File: config.mk
export PLATFORM = sky130hd
export DESIGN_NAME = sync_framed_packet_deframer
export DESIGN_NICKNAME = d
export VERILOG_FILES = /design/src/hw/rtl/sfpd_pkg.sv /design/src/hw/rtl/sfpd_cfg_regs.sv /design/src/hw/rtl/sfpd_core.sv /design/src/hw/rtl/sync_framed_packet_deframer.sv
export SDC_FILE = /design/constraint.sdc
export NUM_CORES = 1
export LEC_CHECK = 0
export BUFFER_PORTS_ARGS = -buffer_cell sky130_fd_sc_hd__buf_2
export CORE_ASPECT_RATIO = 0.9
export CORE_MARGIN = 5
export CORE_UTILIZATION = 50
export DETAILED_ROUTE_END_ITERATION = 8
export GPL_TIMING_DRIVEN = 0
export PLACE_DENSITY = 0.7
export SLEW_MARGIN = 20
export SYNTH_ARGS = -nofsm -noshare
export SYNTH_HDL_FRONTEND = slang
export SYNTH_HIERARCHICAL = 1
export SYNTH_SLANG_ARGS = --single-unit
File: constraint.sdc
create_clock -name aclk -period 5.13 [get_ports aclk]
set_clock_uncertainty 0.15 [all_clocks]
set_input_delay 0.2565 -clock aclk [delete_from_list [all_inputs] [get_ports aclk]]
set_output_delay 0.2565 -clock aclk [all_outputs]
set_load 0.05 [all_outputs]
File: src/hw/rtl/sfpd_pkg.sv
// Shared types and constants for the sync-framed packet deframer.
// Holds the configuration bundle, the result bundle and the state codes.
// No dependencies.
`timescale 1ns / 1ps

package sfpd_pkg;

    // Header is sync1, sync2, type, length high, length low.
    localparam int unsigned HEADER_BYTES = 5;

    localparam int unsigned CFG_IDX_W = 3;
    localparam int unsigned CFG_DATA_W = 16;

    // Configuration register indexes.
    localparam logic [CFG_IDX_W-1:0] REG_SYNC_FIRST  = 3'd0;
    localparam logic [CFG_IDX_W-1:0] REG_SYNC_SECOND = 3'd1;
    localparam logic [CFG_IDX_W-1:0] REG_MIN_LEN     = 3'd2;
    localparam logic [CFG_IDX_W-1:0] REG_MAX_LEN     = 3'd3;
    localparam logic [CFG_IDX_W-1:0] REG_CODE_NONE   = 3'd4;
    localparam logic [CFG_IDX_W-1:0] REG_CODE_SUM8   = 3'd5;
    localparam logic [CFG_IDX_W-1:0] REG_CODE_SUM16  = 3'd6;

    // Reset values of the configuration registers.
    localparam logic [7:0]  RST_SYNC_FIRST  = 8'hAA;
    localparam logic [7:0]  RST_SYNC_SECOND = 8'h55;
    localparam logic [15:0] RST_MIN_LEN     = 16'd6;
    localparam logic [15:0] RST_MAX_LEN     = 16'd1023;
    localparam logic [3:0]  RST_CODE_NONE   = 4'd0;
    localparam logic [3:0]  RST_CODE_SUM8   = 4'd1;
    localparam logic [3:0]  RST_CODE_SUM16  = 4'd2;

    // Byte positions within the header, counting the syncs.
    localparam logic [15:0] POS_TYPE   = 16'd3;
    localparam logic [15:0] POS_LEN_HI = 16'd4;
    localparam logic [15:0] POS_LEN_LO = 16'(HEADER_BYTES);

    // Smallest lengths that hold the header, the check and at least one byte past the header.
    localparam logic [15:0] NEED_SHORT = 16'(HEADER_BYTES + 1);
    localparam logic [15:0] NEED_SUM16 = 16'(HEADER_BYTES + 2);

    typedef enum logic [1:0] {
        PH_HUNT   = 2'd0,
        PH_SYNC1  = 2'd1,
        PH_PACKET = 2'd2
    } phase_t;

    typedef enum logic [1:0] {
        CK_NONE    = 2'd0,
        CK_SUM8    = 2'd1,
        CK_SUM16   = 2'd2,
        CK_UNKNOWN = 2'd3
    } check_kind_t;

    typedef struct packed {
        logic [7:0]  sync_first_byte;
        logic [7:0]  sync_second_byte;
        logic [15:0] min_packet_len;
        logic [15:0] max_packet_len;
        logic [3:0]  code_no_check;
        logic [3:0]  code_sum8;
        logic [3:0]  code_sum16;
    } cfg_t;

    typedef struct packed {
        logic        payload_present;
        logic [7:0]  payload_byte;
        logic        end_of_packet;
        logic        packet_good;
        logic [15:0] message_len;
    } result_t;

endpackage

File: src/hw/rtl/sfpd_cfg_regs.sv
// Configuration register file of the deframer.
// Depends on sfpd_pkg for register indexes, reset values and cfg_t.
`timescale 1ns / 1ps

module sfpd_cfg_regs (
    input  logic                           aclk,
    input  logic                           aresetn,
    input  logic                           wr_en,
    input  logic [sfpd_pkg::CFG_IDX_W-1:0] wr_index,
    input  logic [sfpd_pkg::CFG_DATA_W-1:0] wr_data,
    output sfpd_pkg::cfg_t                 cfg
);
    import sfpd_pkg::*;

    cfg_t cfg_reg;
    cfg_t cfg_next;

    // Decode the write; an index past the list changes nothing.
    always_comb begin
        cfg_next = cfg_reg;
        if (wr_en) begin
            unique case (wr_index)
                REG_SYNC_FIRST:  cfg_next.sync_first_byte  = wr_data[7:0];
                REG_SYNC_SECOND: cfg_next.sync_second_byte = wr_data[7:0];
                REG_MIN_LEN:     cfg_next.min_packet_len   = wr_data;
                REG_MAX_LEN:     cfg_next.max_packet_len   = wr_data;
                REG_CODE_NONE:   cfg_next.code_no_check    = wr_data[3:0];
                REG_CODE_SUM8:   cfg_next.code_sum8        = wr_data[3:0];
                REG_CODE_SUM16:  cfg_next.code_sum16       = wr_data[3:0];
                default:         cfg_next = cfg_reg;
            endcase
        end
    end

    always_ff @(posedge aclk) begin
        if (!aresetn) begin
            cfg_reg.sync_first_byte  <= RST_SYNC_FIRST;
            cfg_reg.sync_second_byte <= RST_SYNC_SECOND;
            cfg_reg.min_packet_len   <= RST_MIN_LEN;
            cfg_reg.max_packet_len   <= RST_MAX_LEN;
            cfg_reg.code_no_check    <= RST_CODE_NONE;
            cfg_reg.code_sum8        <= RST_CODE_SUM8;
            cfg_reg.code_sum16       <= RST_CODE_SUM16;
        end else begin
            cfg_reg <= cfg_next;
        end
    end

    assign cfg = cfg_reg;

endmodule

File: src/hw/rtl/sfpd_core.sv
// Framing state and per-byte step logic of the deframer.
// Depends on sfpd_pkg for phase_t, check_kind_t, cfg_t and result_t.
`timescale 1ns / 1ps

module sfpd_core (
    input  logic              aclk,
    input  logic              aresetn,
    input  logic              step_en,
    input  logic [7:0]        rx_byte,
    input  sfpd_pkg::cfg_t    cfg,
    output logic              res_valid,
    output sfpd_pkg::result_t res
);
    import sfpd_pkg::*;

    phase_t      phase_reg, phase_next;
    logic [15:0] count_reg, count_next;
    logic        hdr_done_reg, hdr_done_next;
    logic [15:0] exp_len_reg, exp_len_next;
    check_kind_t kind_reg, kind_next;
    logic [7:0]  len_hi_reg, len_hi_next;
    logic [15:0] sum_reg, sum_next;
    logic [15:0] rx_check_reg, rx_check_next;

    logic [15:0] count_inc;
    logic [15:0] pkt_len;
    logic [15:0] need_len;
    logic [1:0]  check_len;
    logic [15:0] data_end;
    logic [15:0] sum_add;
    logic [15:0] sum_fin;
    logic [15:0] check_fin;
    logic        is_sync1;
    logic        is_sync2;
    logic        hdr_bad;
    logic        in_data;
    logic        at_end;
    logic        drop;

    // Shared terms of the step.
    always_comb begin
        count_inc = count_reg + 16'd1;
        pkt_len   = {len_hi_reg, rx_byte};
        sum_add   = sum_reg + {8'd0, rx_byte};
        is_sync1  = (rx_byte == cfg.sync_first_byte);
        is_sync2  = (rx_byte == cfg.sync_second_byte);
        case (kind_reg)
            CK_SUM8:  check_len = 2'd1;
            CK_SUM16: check_len = 2'd2;
            default:  check_len = 2'd0;
        endcase
        need_len = (kind_reg == CK_SUM16) ? NEED_SUM16 : NEED_SHORT;
        hdr_bad  = (kind_reg == CK_UNKNOWN) || (pkt_len < cfg.min_packet_len)
                   || (pkt_len > cfg.max_packet_len) || (pkt_len < need_len);
        data_end = exp_len_reg - {14'd0, check_len};
        in_data  = (phase_reg == PH_PACKET) && hdr_done_reg && (count_inc <= data_end);
        at_end   = (phase_reg == PH_PACKET) && hdr_done_reg && (count_inc >= exp_len_reg);
        // Running sum and received check after this byte, before any clearing.
        sum_fin   = in_data ? sum_add : sum_reg;
        check_fin = in_data ? rx_check_reg : {rx_check_reg[7:0], rx_byte};
    end

    // Framing phase.
    always_comb begin
        phase_next = phase_reg;
        drop       = 1'b0;
        unique case (phase_reg)
            PH_HUNT, PH_SYNC1: begin
                if (is_sync1) begin
                    phase_next = PH_SYNC1;
                end else if (phase_reg == PH_SYNC1 && is_sync2) begin
                    phase_next = PH_PACKET;
                end else begin
                    phase_next = PH_HUNT;
                    drop       = 1'b1;
                end
            end
            PH_PACKET: begin
                if (!hdr_done_reg) begin
                    if (count_inc == POS_LEN_LO) begin
                        drop = hdr_bad;
                    end else if (count_inc != POS_TYPE && count_inc != POS_LEN_HI) begin
                        drop = 1'b1;
                    end
                end else if (at_end) begin
                    drop = 1'b1;
                end
                if (drop) begin
                    phase_next = PH_HUNT;
                end
            end
            default: begin
                phase_next = PH_HUNT;
                drop       = 1'b1;
            end
        endcase
    end

    // Counters, header fields, sums and the result of the step.
    always_comb begin
        count_next    = count_reg;
        hdr_done_next = hdr_done_reg;
        exp_len_next  = exp_len_reg;
        kind_next     = kind_reg;
        len_hi_next   = len_hi_reg;
        sum_next      = sum_reg;
        rx_check_next = rx_check_reg;

        if (phase_reg != PH_PACKET) begin
            if (is_sync1) begin
                count_next = 16'd1;
            end else if (phase_reg == PH_SYNC1 && is_sync2) begin
                count_next = 16'd2;
            end
        end else begin
            count_next = count_inc;
            if (!hdr_done_reg) begin
                if (count_inc == POS_TYPE) begin
                    sum_next = {8'd0, rx_byte};
                    if (rx_byte[7:4] == cfg.code_no_check) begin
                        kind_next = CK_NONE;
                    end else if (rx_byte[7:4] == cfg.code_sum8) begin
                        kind_next = CK_SUM8;
                    end else if (rx_byte[7:4] == cfg.code_sum16) begin
                        kind_next = CK_SUM16;
                    end else begin
                        kind_next = CK_UNKNOWN;
                    end
                end else if (count_inc == POS_LEN_HI) begin
                    len_hi_next = rx_byte;
                    sum_next    = sum_add;
                end else if (count_inc == POS_LEN_LO) begin
                    sum_next      = sum_add;
                    exp_len_next  = pkt_len;
                    hdr_done_next = 1'b1;
                end
            end else if (in_data) begin
                sum_next = sum_add;
            end else begin
                rx_check_next = {rx_check_reg[7:0], rx_byte};
            end
        end

        // A dropped or finished packet leaves everything cleared.
        if (drop) begin
            count_next    = 16'd0;
            hdr_done_next = 1'b0;
            exp_len_next  = 16'd0;
            kind_next     = CK_NONE;
            len_hi_next   = 8'd0;
            sum_next      = 16'd0;
            rx_check_next = 16'd0;
        end

        // The check compares against the sums as they stand after this byte.
        res_valid           = in_data || at_end;
        res.payload_present = in_data;
        res.payload_byte    = in_data ? rx_byte : 8'd0;
        res.end_of_packet   = at_end;
        res.packet_good     = 1'b0;
        res.message_len     = 16'd0;
        if (at_end) begin
            case (kind_reg)
                CK_SUM8:  res.packet_good = (sum_fin[7:0] == check_fin[7:0]);
                CK_SUM16: res.packet_good = (sum_fin == check_fin);
                default:  res.packet_good = 1'b1;
            endcase
            res.message_len = data_end - 16'(HEADER_BYTES);
        end
    end

    always_ff @(posedge aclk) begin
        if (!aresetn) begin
            phase_reg    <= PH_HUNT;
            count_reg    <= 16'd0;
            hdr_done_reg <= 1'b0;
            exp_len_reg  <= 16'd0;
            kind_reg     <= CK_NONE;
            len_hi_reg   <= 8'd0;
            sum_reg      <= 16'd0;
            rx_check_reg <= 16'd0;
        end else if (step_en) begin
            phase_reg    <= phase_next;
            count_reg    <= count_next;
            hdr_done_reg <= hdr_done_next;
            exp_len_reg  <= exp_len_next;
            kind_reg     <= kind_next;
            len_hi_reg   <= len_hi_next;
            sum_reg      <= sum_next;
            rx_check_reg <= rx_check_next;
        end
    end

endmodule

File: src/hw/rtl/sync_framed_packet_deframer.sv
// Top level of the sync-framed packet deframer: input register, step core,
// result register and configuration registers.
// Depends on sfpd_pkg, sfpd_cfg_regs and sfpd_core.
//
//  Channel   Direction  Carries
//  s_        in         one received byte per item
//  m_        out        payload byte and/or end-of-packet status per item
//  cfg_      in         register index and write data
//
// Each byte is held in the input register, stepped through the framing
// logic, and any result lands in the output register. One byte per cycle
// is sustained unless m_tready stalls the output. Header bytes and
// dropped bytes produce no output item. A stall on m_tready holds both
// stages; s_tready drops only when the input register cannot move on.
// Reset (aresetn low, synchronous) empties both stages and restores the
// register defaults.
`timescale 1ns / 1ps

module sync_framed_packet_deframer (
    input  logic        aclk,
    input  logic        aresetn,
    // Input byte stream.
    input  logic        s_tvalid,
    output logic        s_tready,
    input  logic [7:0]  s_tdata,    // [7:0] rx_byte
    // Result stream.
    output logic        m_tvalid,
    input  logic        m_tready,
    output logic [23:0] m_tdata,    // [7:0] payload_byte, [23:8] message_len
    output logic        m_tlast,    // end_of_packet
    output logic [1:0]  m_tuser,    // [0] payload_present, [1] packet_good
    // Configuration writes.
    input  logic        cfg_valid,
    output logic        cfg_ready,
    input  logic [2:0]  cfg_index,
    input  logic [15:0] cfg_data
);
    import sfpd_pkg::*;

    logic       in_valid_reg, in_valid_next;
    logic [7:0] in_byte_reg;
    logic       out_valid_reg, out_valid_next;
    result_t    out_res_reg;

    logic       advance;
    logic       step_en;
    logic       res_valid;
    result_t    res;
    cfg_t       cfg;

    // Configuration is always taken.
    assign cfg_ready = 1'b1;

    sfpd_cfg_regs u_cfg (
        .aclk     (aclk),
        .aresetn  (aresetn),
        .wr_en    (cfg_valid & cfg_ready),
        .wr_index (cfg_index),
        .wr_data  (cfg_data),
        .cfg      (cfg)
    );

    // The held byte steps when the result register is free or draining.
    assign advance  = !out_valid_reg || m_tready;
    assign step_en  = in_valid_reg && advance;
    assign s_tready = !in_valid_reg || advance;

    sfpd_core u_core (
        .aclk      (aclk),
        .aresetn   (aresetn),
        .step_en   (step_en),
        .rx_byte   (in_byte_reg),
        .cfg       (cfg),
        .res_valid (res_valid),
        .res       (res)
    );

    // Stage occupancy.
    always_comb begin
        in_valid_next = in_valid_reg;
        if (s_tready) begin
            in_valid_next = s_tvalid;
        end
        out_valid_next = out_valid_reg;
        if (advance) begin
            out_valid_next = step_en && res_valid;
        end
    end

    always_ff @(posedge aclk) begin
        if (!aresetn) begin
            in_valid_reg  <= 1'b0;
            out_valid_reg <= 1'b0;
        end else begin
            in_valid_reg  <= in_valid_next;
            out_valid_reg <= out_valid_next;
        end
    end

    // Payload registers.
    always_ff @(posedge aclk) begin
        if (s_tready && s_tvalid) begin
            in_byte_reg <= s_tdata;
        end
        if (step_en && res_valid) begin
            out_res_reg <= res;
        end
    end

    assign m_tvalid = out_valid_reg;
    assign m_tdata  = {out_res_reg.message_len, out_res_reg.payload_byte};
    assign m_tlast  = out_res_reg.end_of_packet;
    assign m_tuser  = {out_res_reg.packet_good, out_res_reg.payload_present};

endmodule

# Yosys cells after proc, flatten, opt, wreduce, memory -nomap -nowiden
# Index checks and enable logic that the tools add are counted.
[classes]
mux = 54
multipliers = 0
n_addsub = 4
n_shift = 0
reduce_logical = 39
eq_ne = 30
div_mod_pow = 0
bitwise = 0
order_cmp = 5
[ops]
columns = ["cell", "n"]
rows = [
  ["16-bit two-way mux", 21],
  ["8-bit two-way mux", 5],
  ["16-bit by 3-bit == test with 1-bit output (second input constant)", 2],
  ["16-bit < comparator", 2],
  ["8-bit == test", 3],
  ["2-bit AND reduction", 10],
  ["2-bit two-way mux", 9],
  ["16-bit by 1-bit adder with 16-bit output (second input constant)", 1],
  ["16-bit by 8-bit adder with 16-bit output", 1],
  ["16-bit == test", 1],
  ["16-bit by 2-bit == test with 1-bit output (second input constant)", 1],
  ["16-bit >= comparator", 1],
  ["16-bit greater-than comparator", 1],
  ["16-bit <= comparator", 1],
  ["16-bit by 2-bit inequality test with 1-bit output (second input constant)", 1],
  ["16-bit by 3-bit inequality test with 1-bit output (second input constant)", 1],
  ["16-bit by 2-bit subtractor with 16-bit output", 1],
  ["16-bit by 3-bit subtractor with 16-bit output (second input constant)", 1],
  ["1-bit two-way mux", 15],
  ["4-bit == test", 3],
  ["3-bit == test (second input constant)", 3],
  ["1-bit logical AND", 8],
  ["2-bit case mux with 2 select lines", 2],
  ["2-bit nonzero test", 4],
  ["18 further kinds", 34],
]
[totals]
rom_bits = 0
inputBits = 32
memories = 0
regBits = 174
out_inout_bits = 30
ram_bits = 0
latchBits = 0

# Longest topological paths before layout
# Gate-level depths: netlist (run 1).
[depth]
depth_word = 10
ltp_mapped = 20
depth_no_buf = 19

# By module
# Netlist (run 1), hierarchy kept.
[modules_own_cells]
columns = ["mod", "area_per_inst_um2", "instances", "cells_per_inst", "seq_area_each_um2"]
rows = [
  ["sfpd_core", 7521.0, 1, 960, 1541.5],
  ["sfpd_cfg_regs", 2374.8, 1, 232, 1201.2],
  ["sync_framed_packet_deframer", 1174.9, 1, 50, 1091.0],
]

# Worst setup path before layout (run 1)
# Ideal clock, no wire load.
[synth_path]
path_type = "register to register"
from = "register u_core.kind_reg[0]"
to = "register out_res_reg (netlist bit m_tdata[0]), enable pin"
path_stages_with_launch = 20
setup_ns = 0.411
path_slack_ns = -0.255
synth_period_minus_slack_ns = 5.385
arrival_ns = 4.824
path_buffers = 2
t_required_ns = 4.569
cell_sequence = "dfxtp_1 -> inv_1 -> ha_1 -> inv_1 -> ha_1 -> nor2b_1 -> nor4_2 -> nand3_1 -> or3_1 -> xnor2_1 -> ha_1 -> nand4_1 -> nor2_1 -> a2111oi_0 -> a32oi_1 -> buf_2 -> clkbuf_1 -> nand2_1 -> nand2_1 -> nor2_1"
[synth_between]
elab_chain_len = 7
[synth_rtl]
columns = ["item", "line", "source"]
rows = [
  ["start: declaration", "sfpd_core.sv:20", "check_kind_t kind_reg, kind_next;"],
  ["start signal: assignment", "sfpd_core.sv:187", "kind_reg <= kind_next;"],
  ["2-bit == test or 2-bit by 1-bit == test with 1-bit output (tied branches)", "sfpd_core.sv:47", "case (kind_reg)"],
  ["2-bit case mux with 2 select lines *", "sfpd_core.sv:47", ""],
  ["16-bit by 2-bit subtractor with 16-bit output *", "sfpd_core.sv:55", "data_end = exp_len_reg - {14'd0, check_len};"],
  ["16-bit <= comparator *", "sfpd_core.sv:56", "in_data = (phase_reg == PH_PACKET) && hdr_done_reg && (count_inc <= data_end);"],
  ["1-bit logical AND *", "sfpd_core.sv:56", ""],
  ["1-bit logical OR *", "sfpd_core.sv:156", "res_valid = in_data || at_end;"],
  ["via res_valid", "sync_framed_packet_deframer.sv:47", "logic res_valid;"],
  ["1-bit logical AND *", "sync_framed_packet_deframer.sv:105", "if (step_en && res_valid) begin"],
  ["end signal: assignment", "sync_framed_packet_deframer.sv:106", "out_res_reg <= res;"],
  ["end: declaration", "sync_framed_packet_deframer.sv:43", "result_t out_res_reg;"],
]
# Mark *: on every way through the listed nets, which the timed path passes. The rest lies on a longest branch.
# A chain may end at the register's enable or synchronous reset.

# Worst setup path after layout (run 1)
[layout_path]
from = "register u_core.kind_reg[0]"
to = "register out_res_reg (netlist bit m_tuser[1]), data pin"
[layout_between]
elab_chain_len = 8
[layout_rtl]
columns = ["item", "line", "source"]
rows = [
  ["2-bit == test or 2-bit by 1-bit == test with 1-bit output (tied branches)", "sfpd_core.sv:47, sfpd_core.sv:163", ""],
  ["2-bit case mux with 2 select lines", "sfpd_core.sv:47", ""],
  ["16-bit by 2-bit subtractor with 16-bit output", "sfpd_core.sv:55", ""],
  ["16-bit <= comparator", "sfpd_core.sv:56", ""],
  ["1-bit logical AND", "sfpd_core.sv:56", ""],
  ["16-bit two-way mux", "--", ""],
  ["16-bit == test or 8-bit == test (tied branches)", "sfpd_core.sv:165, sfpd_core.sv:164", ""],
  ["1-bit case mux with 2 select lines *", "sfpd_core.sv:163", "case (kind_reg)"],
]
# Mark *: on every way between the ends. The rest lies on a longest branch, timed or not.

==> results of run 1 <==
[tightest hold or removal path, stage by stage]
cell	delay [ps]
buf_2	110
nand2b_4	130
o21ai_1	60
[synth_stat cells, types with 14 or more instances]
| library cell | n | share of area, % |
|---|---|---|
| buf_2 | 16 | 0.72 |
| nor2b_1 | 52 | 2.9 |
| nand2_1 | 140 | 4.7 |
| nor2_1 | 58 | 2.0 |
| nand2b_1 | 16 | 0.90 |
| nand3_1 | 39 | 1.8 |
| clkbuf_1 | 39 | 1.3 |
| inv_1 | 74 | 2.5 |
| xor2_1 | 44 | 3.5 |
| dfxtp_1 | 139 | 25 |
| mux2i_1 | 88 | 8.0 |
| edfxtp_1 | 35 | 9.5 |
| ha_1 | 82 | 9.3 |
| nand4_1 | 23 | 1.3 |
| xnor2_1 | 63 | 5.0 |
| nor3_1 | 18 | 0.81 |
| o21ai_0 | 39 | 1.8 |
| a21o_1 | 14 | 0.95 |
| a22o_1 | 16 | 1.3 |
| a21oi_1 | 44 | 2.0 |
[how the worst min path moves through the flow]
stage	end	slack, ps	depth (start not counted)
after detailed placement	in_byte_reg[2]	280	1
after floorplan	in_byte_reg[0]	210	0
final	in_valid_reg	10	3
after global routing	u_cfg/cfg[14]	30	3
after global placement	in_byte_reg[1]	280	1
after CTS	in_valid_reg	3	3
[cells in the final DEF (no fill, tap or decap), drive strengths merged, types with 16 or more instances in the layout]
cell type    count
nand2          140
xnor2           63
nand4           23
mux2i           88
clkbuf          58
xor2            44
dfxtp          139
o21ai           44
dlygate4sd3     23
nor3            18
nand3           41
nor2b           53
ha              82
nand2b          18
a22o            16
inv             79
nor2            58
buf            102
a21oi           46
edfxtp          35
[cell type report]
cell class,count,area [µm²]
inverter,75,287.8
clock inverter,13,108.9
buffer,69,351.6
fill,1932,8772
multi-input combinational,924,6879
timing repair buffer,95,638.1
sequential,174,3840
clock buffer,19,454.2
tap,291,364.1
[through the flow]
step / cell area, µm² / total power, mW / TNS [ps] / setup WS (ps)
after floorplan: 11070 / 1.588 / 0 / 186.2
after global placement: 11730 / 1.656 / -62580 / -1737
after detailed placement: 11750 / 1.660 / -42340 / -940.3
after CTS: 12690 / 2.942 / 0 / 1.212
after global routing: 12920 / 3.018 / -18.14 / -18.14
final: 12920 / 2.921 / 0 / 152.9
[routing by layer]
metal | share of wire, % | routed length, µm | track usage (%)
met5 | 0 | 0 | 0
met1 | 46 | 13880 | 31.77
met3 | 5.3 | 1597 | 3.471
met2 | 46 | 13910 | 38.66
met4 | 1.9 | 573 | 7.198
[timing repair]
action                                 CTS  global route
endpoints found under the hold margin   42             0
hold buffers                            23             0
pin swaps                                6            15
resized for setup                       23            40
buffers inserted                         4             9
setup endpoints to repair               79            77
[power by group through the flow]
stage	Combinational (mW)	Sequential, mW	Clock (mW)
6_report	0.230	1.42	1.27
5_1_grt	0.248	1.42	1.35
4_1_cts	0.225	1.42	1.30
3_5_place_dp	0.209	1.45	0
3_3_place_gp	0.205	1.45	0
2_1_floorplan	0.143	1.44	0
[logic make-up (layout without fill, tap and decap cells)]
| kind of cell | Yosys count | in the layout |
|---|---|---|
| multiplexers | 91 | 91 |
| adder cells (fa/ha/maj) | 84 | 84 |
| buffers and inverters | 144 | 271 |
| other | 1 | 1 |
| flip-flops | 174 | 174 |
| AO/OA/AOI/OAI | 207 | 207 |
| XOR/XNOR | 107 | 107 |
| AND/OR/NAND/NOR | 434 | 434 |
==> results.md, run 1 <==
- Status: finished, final reports clean
- Max VDD drop: 0.0002322 V
- # diodes: 0
- Share of cells above drive strength 1: 14.24%
- Slew @ Worst Pin: 731.5 ps
- CTS clk-pin slew, worst paths: 70 ps
- Post-synth EDFFs: 35
- HPWL reported at the end of detailed placement: 22020 µm
- Residual DRC: 0
- CP delay by family, top: simple AND/OR/NAND/NOR gates
- CTS tree: yes
- Finished Layout Cells: 1660
- R2R Path End: m_tuser[1]
- Largest buffer count on any clock path: 2
- Fin crit period: 4977 ps
- Worst Setup Path Type: flip-flop to flip-flop
- Peak per-stage delay on the critical path: 390 ps
- Final wirelength: 29960 µm
- Cell mode on critical path: ha_4
- GPL Wtd Cong: 0.9160
- Starting Density: 51.03%
- Asr flop ratio synth: 0%
- Crit-path cells: inv_4 -> ha_4 -> inv_4 -> ha_4 -> nor2b_4 -> nor4_4 -> nand3_2 -> or3_4 -> xnor2_4 -> ha_4 -> nand4_1 -> buf_4 -> nor3_4 -> o31ai_4 -> a32oi_2 -> buf_6 -> mux2i_2 -> xor2_1 -> o211ai_1 -> and4b_1 -> o311a_1
- Final slew viol count: 0
- Final nets: 1472
- Total GRT Usage: 23.33%
- Hold Fails Final Rpt: 0
- Die area: 25220 µm²
- Initial antenna violation count: 0
- Die W: 166.9 µm
- DR WL/cell: 18.05 µm
- Power density over the cells: 226.0 nW/µm²
- CTS root buffer: clkbuf_16
- Reg2reg setup slack: 150 ps
- Fmax: 0.2009 GHz
- I/O pins: 62
- Critical path capture point type: flip-flop
- Final setup violation count: 0
- Vias in the first global route: 8936
- First-pass GRT wire length: 47200 µm
- Vias per std cell: 5.686
- Mux contribution to synthesized area: 8.262%
- Comb pwr share: 7.9%
- Arrival @ worst endpoint: 5010 ps
- Internal power: 2.198 mW
- IO Port Bufs: 58
- Worst hold path class: input port to flip-flop
- Main combinational cell family by area after synthesis: simple AND/OR/NAND/NOR gates
- Crit path depth: 21
- H-tree levels: 4
- HP Start: m_tready
- Worst-Skew Late Latency: 430 ps
- Cells after Synth: 1242
- Chip Height: 151.2 µm
- Period utilization: 97.02%
- Max-Cap Viols: 0
- Post-synth top flop: dfxtp_1
- Sw Ratio: 24.77%
- Post-synthesis xor/xnor area fraction: 8.465%
- Unique cell type count in the Yosys netlist: 88
- Core area: 21700 µm²
- Row Count: 51
- Synth warnings: 6
- Max FFs per register: 60
- Synth Area in Compound Gates: 12.76%
- Adder-Cell Fraction of Synth Area: 9.629%
- Relative slew slack: 50.62%
- Synth Register Bits: 174
- Remaining antenna violation count: 0
- Clock sinks: 174
- FF-to-FF path depth: 21
- Vias: 9438
- Lkg Pwr: 5.329 nW
- Final hold slack: 14.44 ps
- Clock power frac: 43.5%
- Reg power frac: 48.6%
- RR Startpoint: u_core/kind_reg[0]
- Placed cell count: 1592
- DRT iter0 DRCs: 681
- Final Util: 59.57%
- Critical Path RT: 5160 ps
- CTS buffer count: 17
- CP Buf/Inv Count: 4
- Max FO, Critical Path: 8
- Synthesized Nets: 1358
- Area growth syn-to-layout: 16.74%
- Crit path to: m_tuser[1]
- Netlist Area Pre-Place: 11070 µm²
- Avg Synthesized Cell Area: 8.914 µm²
- Grt total ovfl: 0
- Worst Setup SP: u_core/kind_reg[0]
- Sequential share of the synthesized area: 34.63%
- Slowest CP cell: or3_4
- Startpoint types: flip-flop
- Post-Synth Simple-Gate Area: 20.60%
- Largest net degree at the start of global routing: 23
- Switch Pwr: 0.7236 mW
- Pre-antenna DRT Iters: 6
Note: power is estimated with default switching activity, not from simulation.
==> run 2: changes to the inputs <==
--- a/config.mk
+++ b/config.mk
@@ -9,6 +9,7 @@
 export CORE_ASPECT_RATIO = 0.9
 export CORE_MARGIN = 5
 export CORE_UTILIZATION = 50
+export CTS_BUF_LIST = sky130_fd_sc_hd__clkbuf_8
 export DETAILED_ROUTE_END_ITERATION = 8
 export GPL_TIMING_DRIVEN = 0
 export PLACE_DENSITY = 0.7
==> results.md, run 2 (same netlist as run 1, synthesis figures left out) <==
- Final worst slack: 19.82 ps
- Critical path capture point type: flip-flop
- Worst-Skew Late Latency: 460 ps
- Lkg Pwr: 5.282 nW
- Starting Density: 51.03%
- First-pass GRT wire length: 47110 µm
- Hold Fails Final Rpt: 0
- Total GRT Usage: 23.27%
- Relative slew slack: 44.52%
- CTS buffer count: 17
- H-tree levels: 4
- Die area: 25220 µm²
- CTS clk-pin slew, worst paths: 100 ps
- Largest net degree at the start of global routing: 23
- HP Start: aresetn
- Pre-CTS setup slack: -940.3 ps
- Chip Height: 151.2 µm
- Final Util: 59.07%
- Max VDD drop: 0.0001840 V
- Final slew viol count: 0
- FF-to-FF path depth: 21
- Hold depth: 2
- Pre-antenna DRT Iters: 5
- Critical Path RT: 5200 ps
- Grt total ovfl: 0
- Arrival @ worst endpoint: 5180 ps
- CTS tree: yes
- Vias per std cell: 5.660
- Residual DRC: 0
- WHS Endpoint: m_tvalid
- GPL Wtd Cong: 0.9160
- Reg2reg setup slack: 20 ps
- Slew @ Worst Pin: 823.6 ps
- Area of all placed cells without fillers: 12810 µm²
- RR Startpoint: u_core/kind_reg[0]
- Row Count: 51
- Met3 routed WL: 1778 µm
- DRT iter0 DRCs: 653
- DR WL/cell: 17.86 µm
- Status: finished, final reports clean
- Final setup violation count: 0
- Vias in the first global route: 8938
- Fmax: 0.1957 GHz
- Max FO, Critical Path: 7
- Fin crit period: 5110 ps
- Finished Layout Cells: 1670
- DR top layer: met4
- DR WL met2: 13710 µm
- Placed cell count: 1592
- CTS root buffer: clkbuf_8
- Commonest non-fill, non-tap cell in the layout: nand2_1
- Initial antenna violation count: 0
- RSZ-0062 raised after global routing: yes
- HPWL reported at the end of detailed placement: 22020 µm
- R2R Path End: m_tuser[1]
- Worst Setup Path Type: flip-flop to flip-flop
- Final wirelength: 29820 µm
- Die W: 166.9 µm
- IO Port Bufs: 58
- Metal-1 WL: 13640 µm
- Power density over the cells: 204.0 nW/µm²
- Period utilization: 99.61%
- Remaining antenna violation count: 0
- Clock sinks: 174
- Largest buffer count on any clock path: 2
- Startpoint types: flip-flop
- Vias: 9453
- I/O pins: 62
- Dpl cell area: 11750 µm²
- Worst hold path class: input port to flip-flop
- Area growth syn-to-layout: 15.76%
- Share of cells above drive strength 1: 14.43%
- Max FFs per register: 60
- # diodes: 0
- Final nets: 1482
- Max-Cap Viols: 0
- Commonest non-fill, non-tap cells in the layout: nand2_1 (140), dfxtp_1 (136), mux2i_1 (87), ha_1 (76), buf_2 (74)
- Core area: 21700 µm²
==> run 2: cell types whose count changed in the layout (fill, tap and decap cells not counted), sizes merged <==
cell         change
bufinv           +1
buf              +5
clkbuf           -2
inv              +1
dlygate4sd3      +5
==> run 2: how the worst max path moves through the flow <==
stage | startpoint | end | slack, ps | depth (start not counted)
2_1_floorplan | u_core/kind_reg[0] | m_tdata[0] | 190 | 19
3_3_place_gp | u_core/kind_reg[0] | m_tdata[10] | -1740 | 19
3_5_place_dp | u_core/kind_reg[0] | m_tdata[13] | -940 | 20
4_1_cts | u_core/kind_reg[0] | m_tuser[1] | 4 | 21
5_1_grt | u_core/kind_reg[0] | m_tuser[1] | -70 | 22
6_report | u_core/kind_reg[0] | m_tuser[1] | 20 | 21
==> run 2: report_power, final <==
part	total [mW]	switching, mW	internal, mW
Combinational	0.233	0.137	0.0960
Sequential	1.42	0.0149	1.40
Clock	0.963	0.530	0.433
==> run 2: stage by stage <==
step / setup TNS, ps / hold slack, ps / power [mW]
2_1_floorplan: 0 / 205.4 / 1.588
3_3_place_gp: -62580 / 283.9 / 1.656
3_5_place_dp: -42340 / 284.6 / 1.660
4_1_cts: 0 / 8.208 / 2.633
5_1_grt: -72.18 / 4.087 / 2.714
6_report: 0 / 30.49 / 2.615
==> run 2: final cells by class <==
class	count	area, µm²
Clock inverter	15	142.6
Tap cell	291	364.1
Timing Repair Buffer	105	725.7
Inverter	75	287.8
Clock buffer	17	234.0
Multi-Input combinational cell	924	6870
Sequential cell	174	3840
Buffer	69	350.3
Fill cell	1947	8881
==> run 2: timing repair <==
action / 4_1_cts / 5_1_grt
hold buffers: 28 / 0
buffers inserted: 5 / 13
hold endpoints to repair: 55 / 0
pin swaps: 7 / 13
resized for setup: 23 / 36
setup endpoints to repair: 79 / 77
==> run 2: worst max-delay path: stages (launching register included) <==
cell and delay [ps]:
dfxtp_4 390, inv_4 40, ha_4 170, inv_4 60, ha_4 180, nor2b_4 130, nor4_4 330, nand3_2 150
or3_4 400, xnor2_4 170, ha_4 270, nand4_1 180, buf_4 200, nor4_4 320, o21ai_1 130, a32oi_2 310
buf_6 190, mux2i_2 220, xor2_1 130, o211ai_1 120, and4b_1 230, o311a_1 370
==> run 2: metal layers <==
metal  up-vias  global-route usage [%]
met4         0                   7.280
met5         -                       0
met2       285                   37.75
li1       4610                       -
met1      4505                   31.69
met3        53                   4.410
